File: src/design/sit_pkg.sv
// Shared types, codes and defaults for the sorted insert table.
package sit_pkg;

    // Built defaults for the top-level parameters.
    localparam int DEF_CAPACITY    = 16;
    localparam int DEF_VALUE_WIDTH = 32;

    // Fixed field widths of the item and result ports.
    localparam int MODE_W   = 2;
    localparam int VALUE_W  = 32;
    localparam int INDEX_W  = 4;
    localparam int COUNT_W  = 5;
    localparam int POS_W    = 4;
    localparam int STATUS_W = 2;
    localparam int LIMIT_W  = 5;

    // Value of the capacity limit register after reset.
    localparam logic [LIMIT_W-1:0] LIMIT_RESET = 5'd16;

    // Operation codes carried in the mode field.
    localparam logic [MODE_W-1:0] MODE_INSERT = 2'd0;
    localparam logic [MODE_W-1:0] MODE_LOOKUP = 2'd1;
    localparam logic [MODE_W-1:0] MODE_REMOVE = 2'd2;

    // Result status codes.
    localparam logic [STATUS_W-1:0] STATUS_DONE   = 2'd0;
    localparam logic [STATUS_W-1:0] STATUS_FULL   = 2'd1;
    localparam logic [STATUS_W-1:0] STATUS_BADIDX = 2'd2;

    // Commands from the controller to the datapath.
    typedef struct packed {
        logic capture;  // latch the offered item
        logic execute;  // apply the latched item and load the result register
    } sit_cmd_t;

endpackage

File: src/design/sorted_insert_table.sv
// Top level of the sorted insert table: controller and datapath.
// The controller takes an item only while idle and latches it, then applies it to the row
// of entry cells, all cells comparing and shifting in parallel, and loads the result register;
// no new item is taken until the latched one has been applied.
// A result waiting at the output holds the next item in its apply cycle until taken.
// Reset clears the entry count and sets the capacity limit to 16; entry contents are not reset.
module sorted_insert_table #(
    parameter int CAPACITY    = sit_pkg::DEF_CAPACITY,
    parameter int VALUE_WIDTH = sit_pkg::DEF_VALUE_WIDTH
) (
    input  logic                          aclk,
    input  logic                          aresetn,
    input  logic                          cfg_wr_en,
    input  logic [sit_pkg::LIMIT_W-1:0]   cfg_wr_data,
    input  logic                          s_valid,
    output logic                          s_ready,
    input  logic [sit_pkg::MODE_W-1:0]    s_mode,
    input  logic [sit_pkg::VALUE_W-1:0]   s_value,
    input  logic [sit_pkg::INDEX_W-1:0]   s_index,
    output logic                          m_valid,
    input  logic                          m_ready,
    output logic [sit_pkg::VALUE_W-1:0]   m_read_value,
    output logic [sit_pkg::COUNT_W-1:0]   m_entry_count,
    output logic [sit_pkg::POS_W-1:0]     m_insert_position,
    output logic [sit_pkg::STATUS_W-1:0]  m_status
);
    import sit_pkg::*;

    sit_cmd_t cmd;

    // Sequencing of accept, apply and result handover.
    sit_ctrl u_ctrl (
        .aclk    (aclk),
        .aresetn (aresetn),
        .s_valid (s_valid),
        .s_ready (s_ready),
        .m_valid (m_valid),
        .m_ready (m_ready),
        .cmd     (cmd)
    );

    // Entry cells, count, limit and result register.
    sit_datapath #(
        .CAPACITY    (CAPACITY),
        .VALUE_WIDTH (VALUE_WIDTH)
    ) u_datapath (
        .aclk              (aclk),
        .aresetn           (aresetn),
        .cmd               (cmd),
        .cfg_wr_en         (cfg_wr_en),
        .cfg_wr_data       (cfg_wr_data),
        .s_mode            (s_mode),
        .s_value           (s_value),
        .s_index           (s_index),
        .m_read_value      (m_read_value),
        .m_entry_count     (m_entry_count),
        .m_insert_position (m_insert_position),
        .m_status          (m_status)
    );

endmodule

File: src/design/sit_ctrl.sv
// Controller state machine for the sorted insert table.
module sit_ctrl (
    input  logic             aclk,
    input  logic             aresetn,
    input  logic             s_valid,
    output logic             s_ready,
    output logic             m_valid,
    input  logic             m_ready,
    output sit_pkg::sit_cmd_t cmd
);
    import sit_pkg::*;

    typedef enum logic {
        ST_IDLE,
        ST_EXEC
    } state_t;

    state_t state_reg, state_next;
    logic   m_valid_reg, m_valid_next;

    // An item is taken only while idle; it is applied once the result register is free.
    always_comb begin
        cmd.capture  = (state_reg == ST_IDLE) && s_valid;
        cmd.execute  = (state_reg == ST_EXEC) && (!m_valid_reg || m_ready);
        state_next   = state_reg;
        m_valid_next = m_valid_reg && !m_ready;
        unique case (state_reg)
            ST_IDLE: begin
                if (s_valid) begin
                    state_next = ST_EXEC;
                end
            end
            ST_EXEC: begin
                if (!m_valid_reg || m_ready) begin
                    state_next   = ST_IDLE;
                    m_valid_next = 1'b1;
                end
            end
            default: begin
                state_next = ST_IDLE;
            end
        endcase
    end

    // State and registered result valid.
    always_ff @(posedge aclk) begin
        if (!aresetn) begin
            state_reg   <= ST_IDLE;
            m_valid_reg <= 1'b0;
        end else begin
            state_reg   <= state_next;
            m_valid_reg <= m_valid_next;
        end
    end

    assign s_ready = (state_reg == ST_IDLE);
    assign m_valid = m_valid_reg;

endmodule

File: src/design/sit_datapath.sv
// Datapath of the sorted insert table: row of entry cells, count, limit and result register.
module sit_datapath #(
    parameter int CAPACITY    = sit_pkg::DEF_CAPACITY,
    parameter int VALUE_WIDTH = sit_pkg::DEF_VALUE_WIDTH
) (
    input  logic                             aclk,
    input  logic                             aresetn,
    input  sit_pkg::sit_cmd_t                cmd,
    input  logic                             cfg_wr_en,
    input  logic [sit_pkg::LIMIT_W-1:0]      cfg_wr_data,
    input  logic [sit_pkg::MODE_W-1:0]       s_mode,
    input  logic [sit_pkg::VALUE_W-1:0]      s_value,
    input  logic [sit_pkg::INDEX_W-1:0]      s_index,
    output logic [sit_pkg::VALUE_W-1:0]      m_read_value,
    output logic [sit_pkg::COUNT_W-1:0]      m_entry_count,
    output logic [sit_pkg::POS_W-1:0]        m_insert_position,
    output logic [sit_pkg::STATUS_W-1:0]     m_status
);
    import sit_pkg::*;

    localparam int CW  = $clog2(CAPACITY + 1);
    localparam int PW  = $clog2(CAPACITY);
    localparam int LW  = (CW > LIMIT_W) ? CW : LIMIT_W;
    localparam int NRD = (CAPACITY < (1 << INDEX_W)) ? CAPACITY : (1 << INDEX_W);

    // Latched item.
    logic [MODE_W-1:0]      mode_reg;
    logic [VALUE_WIDTH-1:0] value_reg;
    logic [INDEX_W-1:0]     index_reg;

    // Table state.
    logic [VALUE_WIDTH-1:0] entry_reg [CAPACITY];
    logic [CW-1:0]          count_reg;
    logic [LIMIT_W-1:0]     limit_reg;

    // Result register.
    logic [VALUE_W-1:0]  rd_reg;
    logic [COUNT_W-1:0]  cnt_out_reg;
    logic [POS_W-1:0]    pos_reg;
    logic [STATUS_W-1:0] status_reg;

    logic [63:0]            value_wide;
    logic [VALUE_WIDTH-1:0] ins_next [CAPACITY];
    logic [VALUE_WIDTH-1:0] rem_next [CAPACITY];
    logic [CAPACITY-1:0]    gt;
    logic [CAPACITY-1:0]    gt_prev;
    logic [CAPACITY-1:0]    boundary;
    logic [PW-1:0]          ins_pos;
    logic [VALUE_WIDTH-1:0] lookup_val;
    logic [LW-1:0]          count_l;
    logic [LW-1:0]          index_l;
    logic [LW-1:0]          eff_limit;
    logic                   is_full;
    logic                   is_bad;
    logic                   do_insert;
    logic                   do_remove;
    logic [CW-1:0]          count_next;
    logic [PW-1:0]          pos_next;
    logic [VALUE_WIDTH-1:0] rd_next;
    logic [STATUS_W-1:0]    status_next;
    logic [15:0]            count_wide;
    logic [15:0]            pos_wide;
    logic [63:0]            rd_wide;

    // Stored values are the low bits of the input value.
    assign value_wide = 64'(s_value);

    // Each cell compares its entry with the new value; the mask is a prefix of ones.
    assign gt_prev  = {gt[CAPACITY-2:0], 1'b1};
    assign boundary = gt_prev & ~gt;

    for (genvar g = 0; g < CAPACITY; g++) begin : g_cell
        assign gt[g] = (count_reg > CW'(g)) && (value_reg < entry_reg[g]);

        // Insert: larger entries stay, the boundary cell takes the value, the rest move down.
        if (g == 0) begin : g_head
            assign ins_next[g] = gt[g] ? entry_reg[g] : value_reg;
        end else begin : g_body
            assign ins_next[g] = gt[g]      ? entry_reg[g]   :
                                 gt_prev[g] ? value_reg      : entry_reg[g-1];
        end

        // Remove: cells at or past the index take their successor; the last cell keeps.
        if (g == CAPACITY - 1) begin : g_tail
            assign rem_next[g] = entry_reg[g];
        end else begin : g_shift
            assign rem_next[g] = (LW'(g) >= index_l) ? entry_reg[g+1] : entry_reg[g];
        end
    end

    // Encode the boundary cell as the insert position.
    always_comb begin
        ins_pos = '0;
        for (int k = 0; k < CAPACITY; k++) begin
            if (boundary[k]) begin
                ins_pos = ins_pos | PW'(k);
            end
        end
    end

    // Lookup reads one of the cells the index can reach.
    always_comb begin
        lookup_val = '0;
        for (int k = 0; k < NRD; k++) begin
            if (index_reg == INDEX_W'(k)) begin
                lookup_val = entry_reg[k];
            end
        end
    end

    // Refusal checks against the count and the clipped limit.
    assign count_l   = LW'(count_reg);
    assign index_l   = LW'(index_reg);
    assign eff_limit = (LW'(limit_reg) > LW'(CAPACITY)) ? LW'(CAPACITY) : LW'(limit_reg);
    assign is_full   = count_l >= eff_limit;
    assign is_bad    = index_l >= count_l;

    // Result and count for the latched operation.
    always_comb begin
        do_insert   = 1'b0;
        do_remove   = 1'b0;
        count_next  = count_reg;
        pos_next    = '0;
        rd_next     = '0;
        status_next = STATUS_DONE;
        unique case (mode_reg)
            MODE_INSERT: begin
                if (is_full) begin
                    status_next = STATUS_FULL;
                end else begin
                    do_insert  = 1'b1;
                    count_next = count_reg + CW'(1);
                    pos_next   = ins_pos;
                end
            end
            MODE_LOOKUP: begin
                if (is_bad) begin
                    status_next = STATUS_BADIDX;
                end else begin
                    rd_next = lookup_val;
                end
            end
            MODE_REMOVE: begin
                if (is_bad) begin
                    status_next = STATUS_BADIDX;
                end else begin
                    do_remove  = 1'b1;
                    count_next = count_reg - CW'(1);
                end
            end
            default: begin
                status_next = STATUS_DONE;
            end
        endcase
    end

    // Fit internal widths to the result fields.
    assign count_wide = 16'(count_next);
    assign pos_wide   = 16'(pos_next);
    assign rd_wide    = 64'(rd_next);

    // Control state: entry count and capacity limit.
    always_ff @(posedge aclk) begin
        if (!aresetn) begin
            count_reg <= '0;
            limit_reg <= LIMIT_RESET;
        end else begin
            if (cmd.execute) begin
                count_reg <= count_next;
            end
            if (cfg_wr_en) begin
                limit_reg <= cfg_wr_data;
            end
        end
    end

    // Payload: latched item, entry cells and result register.
    always_ff @(posedge aclk) begin
        if (cmd.capture) begin
            mode_reg  <= s_mode;
            value_reg <= value_wide[VALUE_WIDTH-1:0];
            index_reg <= s_index;
        end
        if (cmd.execute) begin
            if (do_insert) begin
                entry_reg <= ins_next;
            end else if (do_remove) begin
                entry_reg <= rem_next;
            end
            rd_reg      <= rd_wide[VALUE_W-1:0];
            cnt_out_reg <= count_wide[COUNT_W-1:0];
            pos_reg     <= pos_wide[POS_W-1:0];
            status_reg  <= status_next;
        end
    end

    assign m_read_value      = rd_reg;
    assign m_entry_count     = cnt_out_reg;
    assign m_insert_position = pos_reg;
    assign m_status          = status_reg;

endmodule

File: config.mk
export PLATFORM = sky130hd
export DESIGN_NAME = sorted_insert_table
export DESIGN_NICKNAME = d
export VERILOG_FILES = /design/src/design/sit_pkg.sv /design/src/design/sorted_insert_table.sv /design/src/design/sit_ctrl.sv /design/src/design/sit_datapath.sv
export SDC_FILE = /design/constraint.sdc
export NUM_CORES = 2
export LEC_CHECK = 0
export BUFFER_PORTS_ARGS = -buffer_cell sky130_fd_sc_hd__buf_2
export CELL_PAD_IN_SITES_DETAIL_PLACEMENT = 0
export CELL_PAD_IN_SITES_GLOBAL_PLACEMENT = 1
export CORE_ASPECT_RATIO = 1.75
export CORE_MARGIN = 1.5
export CORE_UTILIZATION = 46
export DETAILED_ROUTE_END_ITERATION = 6
export PLACE_DENSITY_LB_ADDON = 0.1
export RECOVER_POWER = 100
export SLEW_MARGIN = 5
export SYNTH_ARGS = -nofsm -noshare
export SYNTH_HDL_FRONTEND = slang
export SYNTH_SLANG_ARGS = --single-unit
File: constraint.sdc
create_clock -name aclk -period 6 [get_ports aclk]
set_clock_uncertainty 0.2 [all_clocks]
set_input_delay 0.3 -clock aclk [delete_from_list [all_inputs] [get_ports aclk]]
set_output_delay 0.3 -clock aclk [all_outputs]
set_load 0.03 [all_outputs]
* Yosys cells after proc, flatten, opt, wreduce, memory -nomap -nowiden
Index checks and enable logic that the tools add are counted.
Word-level totals: ROM bits 0, bits in writable memories 0, bits in registers 605, bits of input ports 48, logic and storage cells 271, memories kept 0, output and inout port bits 45, bits in latches 0
Cells by class: divide/modulo/power cells 0, order comparisons 50, muxes and demuxes 95, bitwise logic cells 6, eq/ne operators 32, reduce and logical (&&, ||, !) cells 59, multiply operators 0, add/sub/neg operators 2, shift-type cells 0
Operators with widths (count):
- two-way mux 32 bit | 62
- two-way mux 512 bit | 2
- less-than comparator 32 bit | 16
- AND reduction 4 bit | 15
- greater-than comparator 5 x 4 -> 1 bit (second input constant) | 8
- == test 4 bit (second input constant) | 8
- two-way mux 4 bit | 8
- nonzero test 2 bit | 16
- != test 2 bit (second input constant) | 15
- >= comparator 4 bit (first input constant) | 7
- greater-than comparator 5 x 3 -> 1 bit (second input constant) | 4
- logical AND 1 bit | 19
- bitwise AND 16 bit | 1
- == test 4 x 3 -> 1 bit (second input constant) | 4
- >= comparator 3 x 4 -> 1 bit (first input constant) | 4
- NOT 16 bit | 1
- two-way mux 5 bit | 3
- two-way mux 3 bit | 4
- greater-than comparator 5 x 1 -> 1 bit (second input constant) | 2
- greater-than comparator 5 x 2 -> 1 bit (second input constant) | 2
- two-way mux 1 bit | 10
- one-hot mux 5 bit (2 select lines) | 1
- == test 4 x 2 -> 1 bit (second input constant) | 2
- >= comparator 1 x 4 -> 1 bit (first input constant) | 2
- other kinds (19) | 28

* Logic depth before layout (Yosys ltp)
depth after elaboration 19, mapped depth 15, mapped depth without buffers 11

* By module
Synthesis repeated with hierarchy kept, for this count alone.
Unflattened totals: cell total of the unflattened synthesis 4972, area total of the unflattened synthesis 45829.0 um^2
Modules (own cells, without submodules):
- sit_datapath | times used 1, cells an instance 4963, seq. area each 18007.3 um^2, area each 45726.4 um^2
- sit_ctrl | times used 1, cells an instance 9, seq. area each 40.0 um^2, area each 102.6 um^2

* Least setup slack after synthesis
OpenSTA, ideal clock, no wires.
kind reg2reg, start point reg u_datapath.count_reg[0] (netlist: u_datapath.count_l[0]), end point reg u_datapath.entry_reg[160] in the netlist's numbering, enable pin, clock period less this slack 5.976 ns, path buffers 4, slack 0.024 ns, stages on the path, launching flop included 14, library setup time 0.480 ns, data arrival time 5.296 ns, data required time 5.320 ns, cells stage by stage dfxtp_1 > buf_2 > inv_1 > ha_1 > nand2b_1 > a21o_1 > a21o_1 > a21o_1 > a21oi_1 > nand2_1 > clkbuf_1 > clkbuf_1 > clkbuf_1 > a311oi_1
Between the ends: longest elaborated chain between the ends 5, elaborated cells on any way between the ends 12, classes of those cells 3 x order compare; 1 x eq/ne; 4 x mux; 4 x reduce/logical
RTL lines:
- start, declared | line sit_datapath.sv:33 | logic [CW-1:0] count_reg;
- start signal, assigned | line sit_datapath.sv:169 | count_reg <= count_next;
- >= comparator 5 bit or >= comparator 4 x 5 -> 1 bit (tied branches) | line sit_datapath.sv:115, sit_datapath.sv:116
- two-way mux 1 bit (on tied branches) | line sit_datapath.sv:128, sit_datapath.sv:144
- two-way mux 1 bit | line sit_datapath.sv:126 | unique case (mode_reg)
- != test 2 bit (no source line) or nonzero test 2 bit (tied branches)
- AND reduction 4 bit (no source line) *
- end signal, assigned | line sit_datapath.sv:186 | entry_reg <= ins_next;
- end signal, assigned | line sit_datapath.sv:188 | entry_reg <= rem_next;
- end, declared | line sit_datapath.sv:32 | logic [VALUE_WIDTH-1:0] entry_reg [CAPACITY];
Every way passes the cells marked *; elsewhere a longest branch is shown, timed or not. A chain may end at the register's enable or synchronous reset.

* Final worst setup path
start point reg u_datapath.value_reg[30], end point reg u_datapath.entry_reg[227] in the netlist's numbering, data pin
Between the ends: longest elaborated chain between the ends 5
RTL lines:
- start, declared | line sit_datapath.sv:28 | logic [VALUE_WIDTH-1:0] value_reg;
- start signal, assigned | line sit_datapath.sv:181 | value_reg <= value_wide[VALUE_WIDTH-1:0];
- less-than comparator 32 bit | line sit_datapath.sv:73 | assign gt[g] = (count_reg > CW'(g)) && (value_reg < entry_reg[g]);
- logical AND 1 bit | line sit_datapath.sv:73
- two-way mux 32 bit | line sit_datapath.sv:80 | gt_prev[g] ? value_reg : entry_reg[g-1];
- two-way mux 32 bit | line sit_datapath.sv:79 | assign ins_next[g] = gt[g] ? entry_reg[g] :
- two-way mux 512 bit | line sit_datapath.sv:185 | if (do_insert) begin
Every way passes these cells. The select of a mux whose other input is x is not followed.

==> metrics.log <==
[metrics] result of the run: finished, violations left
[metrics] violations in the final reports: max-capacitance violations, max-slew violations
[metrics] classification of the worst setup path: register to register
[metrics] Synth Area in XOR/XNOR: 0%
[metrics] Cell Rows: 152
[metrics] power per unit of standard cell area: 230.5 nW/um^2
[metrics] CTS sink cnt: 605
[metrics] hold violation total from the final report: 0
[metrics] Routed Antenna Nets: 0
[metrics] number of H-tree levels: 3
[metrics] height of the chip: 417.8 um
[metrics] layout cell share with drive strength beyond 1: 6.959%
[metrics] count of pins over their slew limit: 442
[metrics] static leakage: 0.02257 uW
[metrics] longest individual stage delay on the worst path: 1.38 ns
[metrics] Routed WL per cell: 23.62 um
[metrics] peak fanout along the critical path: 24
[metrics] Fin Setup TNS: 0 ns
[metrics] half-perimeter wire length after placement: 111.7 mm
[metrics] global-route wire length before repair: 224.0 mm
[metrics] share of synthesized cell area in full adder, half adder and majority cells: 14.25%
[metrics] die area: 100300 um^2
[metrics] worst-skew pair later-pin latency: 0.66 ns
[metrics] total clock buffers created by CTS: 68
[metrics] DR DRC count: 0
[metrics] time the final worst path needs with I/O delays and setup: 5.626 ns
[metrics] Global Route Usage Sum: 29.82%
[metrics] number of port buffers: 92
[metrics] count of cells resized by post-cts repair: 0
[metrics] mux cell area share after synthesis: 9.680%
[metrics] actual slew at the worst max-slew pin: 3.946 ns
[metrics] Gate Count Post-Synth: 4860
[metrics] Clock Tree Root: sky130_fd_sc_hd__clkbuf_16
[metrics] total gr overflow: 0
[metrics] Max-slew headroom: -163.1%
[metrics] Post-CTS Hold Fix Bufs: 58
[metrics] synthesized area divided by synthesized cell count: 9.306 um^2
[metrics] iteration-0 DRC count of the detailed router: 2764
[metrics] critical path required time: 6.18 ns
[metrics] total of warnings raised by yosys: 0
[metrics] number of antenna diodes: 0
[metrics] number of nets in the finished design: 5498
[metrics] initial standard-cell utilization of the core: 46.27%
[metrics] part of the cycle the worst path needs: 93.77%
[metrics] Worst R2R Setup Slack: 0.37 ns
[metrics] arrival time of data at the critical path endpoint: 5.80 ns
[metrics] Area growth syn-to-layout: 10.90%
[metrics] die span in x: 240.0 um
[metrics] worst supply voltage drop on vdd: 0.0001988 V
[metrics] TritonCTS clock tree: yes
[metrics] total nets after synthesis: 5423
[metrics] unrepaired setup endpoints after global routing: false
[metrics] Post-synth EDFFs: 593
[metrics] placeable core region: 97750 um^2
[metrics] largest family of logic cells by synthesized area: compound AO/OA/AOI/OAI gates
[metrics] HP Class: primary input to register
[metrics] number of antenna violations at the first check in global routing: 0
[metrics] most used cells in the layout excluding fill and tap cells: sky130_fd_sc_hd__o21ai_0 (624), sky130_fd_sc_hd__nand2_1 (599), sky130_fd_sc_hd__edfxtp_1 (593)
[metrics] flip-flop and latch count after synthesis: 605
[metrics] largest net degree at the start of global routing: 202
[metrics] drt first pass iters: 7
[metrics] kind of capture point of the worst setup path: register
[metrics] via total after detailed routing: 36.79k
[metrics] critical path, cell by cell: clkbuf_2 > ha_1 > a21oi_1 > nand2_1 > a211oi_1 > o21ai_0 > o2bb2ai_1 > clkbuf_2 > mux2i_1 > o21ai_0
[metrics] Async SR Flop Fraction: 0%
[metrics] average vias per placed instance: 5.844
[metrics] Compound-Gate Fraction of Synth Area: 18.58%
[metrics] combined buffer and inverter count along the critical path: 2
[metrics] clock transition at the registers of the reported paths: 0.07 ns
[metrics] leading cell type in the layout, fill and taps excluded: sky130_fd_sc_hd__o21ai_0
[metrics] final-report setup violation count: 0
[metrics] area share of and/or/nand/nor cells after synthesis: 10.60%
[metrics] Crit-path slowest cell: sky130_fd_sc_hd__o2bb2ai_1
[metrics] post-synthesis instance area: 45230 um^2
[metrics] Top Ports: 93
[metrics] top cell family by delay on the critical path: compound AO/OA/AOI/OAI gates
[metrics] Worst Setup Start Kind: register
[metrics] peak clock frequency supported by timing: 0.1777 GHz
[metrics] routability congestion estimate from global placement: 0.8941
[metrics] total setup buffers inserted after CTS: 0
[metrics] share of synthesized area occupied by flip-flops and latches: 39.90%
[metrics] flip-flop count of the largest register, all copies and words added: 512
[metrics] predominant post-synthesis flop cell: sky130_fd_sc_hd__edfxtp_1
[metrics] overall routed net length: 148.7 mm
[metrics] number of global-route vias before repair: 36.02k
[metrics] distinct cell type count after synthesis: 71
[metrics] number of buffers on the longest clock path: 3
[metrics] total of max-cap violations: 11
[metrics] Hold Slack: 0.1452 ns
-- cell families (layout without fill, tap and decap cells) --
| kind of cell | count (synthesis) | count (layout) |
|---|---|---|
| AOI/OAI and AO/OA | 1403 | 1403 |
| and+or+nand+nor | 1120 | 1120 |
| buffers and inverters | 815 | 941 |
| DFF | 605 | 605 |
| muxes | 402 | 402 |
| adders and majority gates | 515 | 515 |
-- routing by layer --
metal / part of all wire (%) / GRT usage (%)
met4: 5.0 / 14.13
met3: 4.0 / 2.778
met1: 41 / 36.57
met2: 50 / 52.28
met5: 0 / 0
-- synthesized netlist by cell type (all sizes together), types with 33 or more instances --
cell	n	area [um^2]
buf	71	371.6
edfxtp	593	17810
nor2	277	1040
nand3	39	195.2
ha	515	6444
inv	523	1963
nand2	601	2256
a21oi	331	1668
nand4	61	381.6
o22ai	47	294.0
o21ai	630	3153
a211oi	50	375.4
a21o	74	555.5
mux2i	371	3714
a22oi	33	247.7
clkbuf	219	822.0
nor2b	42	270.3
a221oi	37	324.1
-- final timing paths --
path,cells after the start,startpoint,end
worst max-delay path,10,u_datapath.value_reg[30],u_datapath.entry_reg[227]
worst min-delay path,2,s_index[3],u_datapath.index_reg[3]
worst max register to register,10,u_datapath.value_reg[30],u_datapath.entry_reg[227]
worst min register to register,2,u_datapath.entry_reg[27],u_datapath.entry_reg[59]
-- area by class of cell --
| cell class | count | area, um^2 |
|---|---|---|
| Inverter | 525 | 1971 |
| Multi-Input combinational cell | 3440 | 24280 |
| Sequential cell | 605 | 18050 |
| Timing Repair Buffer | 295 | 2054 |
| Clock buffer | 87 | 1837 |
| Clock inverter | 34 | 331.6 |
| Tap cell | 1309 | 1638 |
| Fill cell | 9388 | 47600 |
-- report_power, final --
group	leakage [uW]	internal [uW]	switching [uW]	total, uW
Combinational	0.0160	795	1450	2240
Sequential	0.00552	4850	159	5010
Clock	0.00106	2430	1880	4310
Total	0.0226	8070	3490	11600
-- worst register-to-register path: stages, from the launching register on --
cell and delay, ns:
sky130_fd_sc_hd__edfxtp_1 0.58, sky130_fd_sc_hd__clkbuf_2 0.56, sky130_fd_sc_hd__ha_1 0.37, sky130_fd_sc_hd__a21oi_1 0.16
sky130_fd_sc_hd__nand2_1 0.07, sky130_fd_sc_hd__a211oi_1 0.41, sky130_fd_sc_hd__o21ai_0 0.28, sky130_fd_sc_hd__o2bb2ai_1 1.38
sky130_fd_sc_hd__clkbuf_2 0.92, sky130_fd_sc_hd__mux2i_1 0.33, sky130_fd_sc_hd__o21ai_0 0.10
-- through the flow --
step	power, uW	util, %	cell area (um^2)	setup slack [ns]	instances
2_1_floorplan	6533	-	45230	0.02358	4860
3_3_place_gp	7277	48.80	47710	0.8785	6116
3_5_place_dp	7316	48.80	47710	0.7853	6116
4_1_cts	11660	51.62	50460	0.7562	6295
5_1_grt	12030	51.31	50160	0.1924	6295
6_report	11560	51.31	50160	0.3736	6295
No activity file was read; power rests on OpenSTA's default activity.
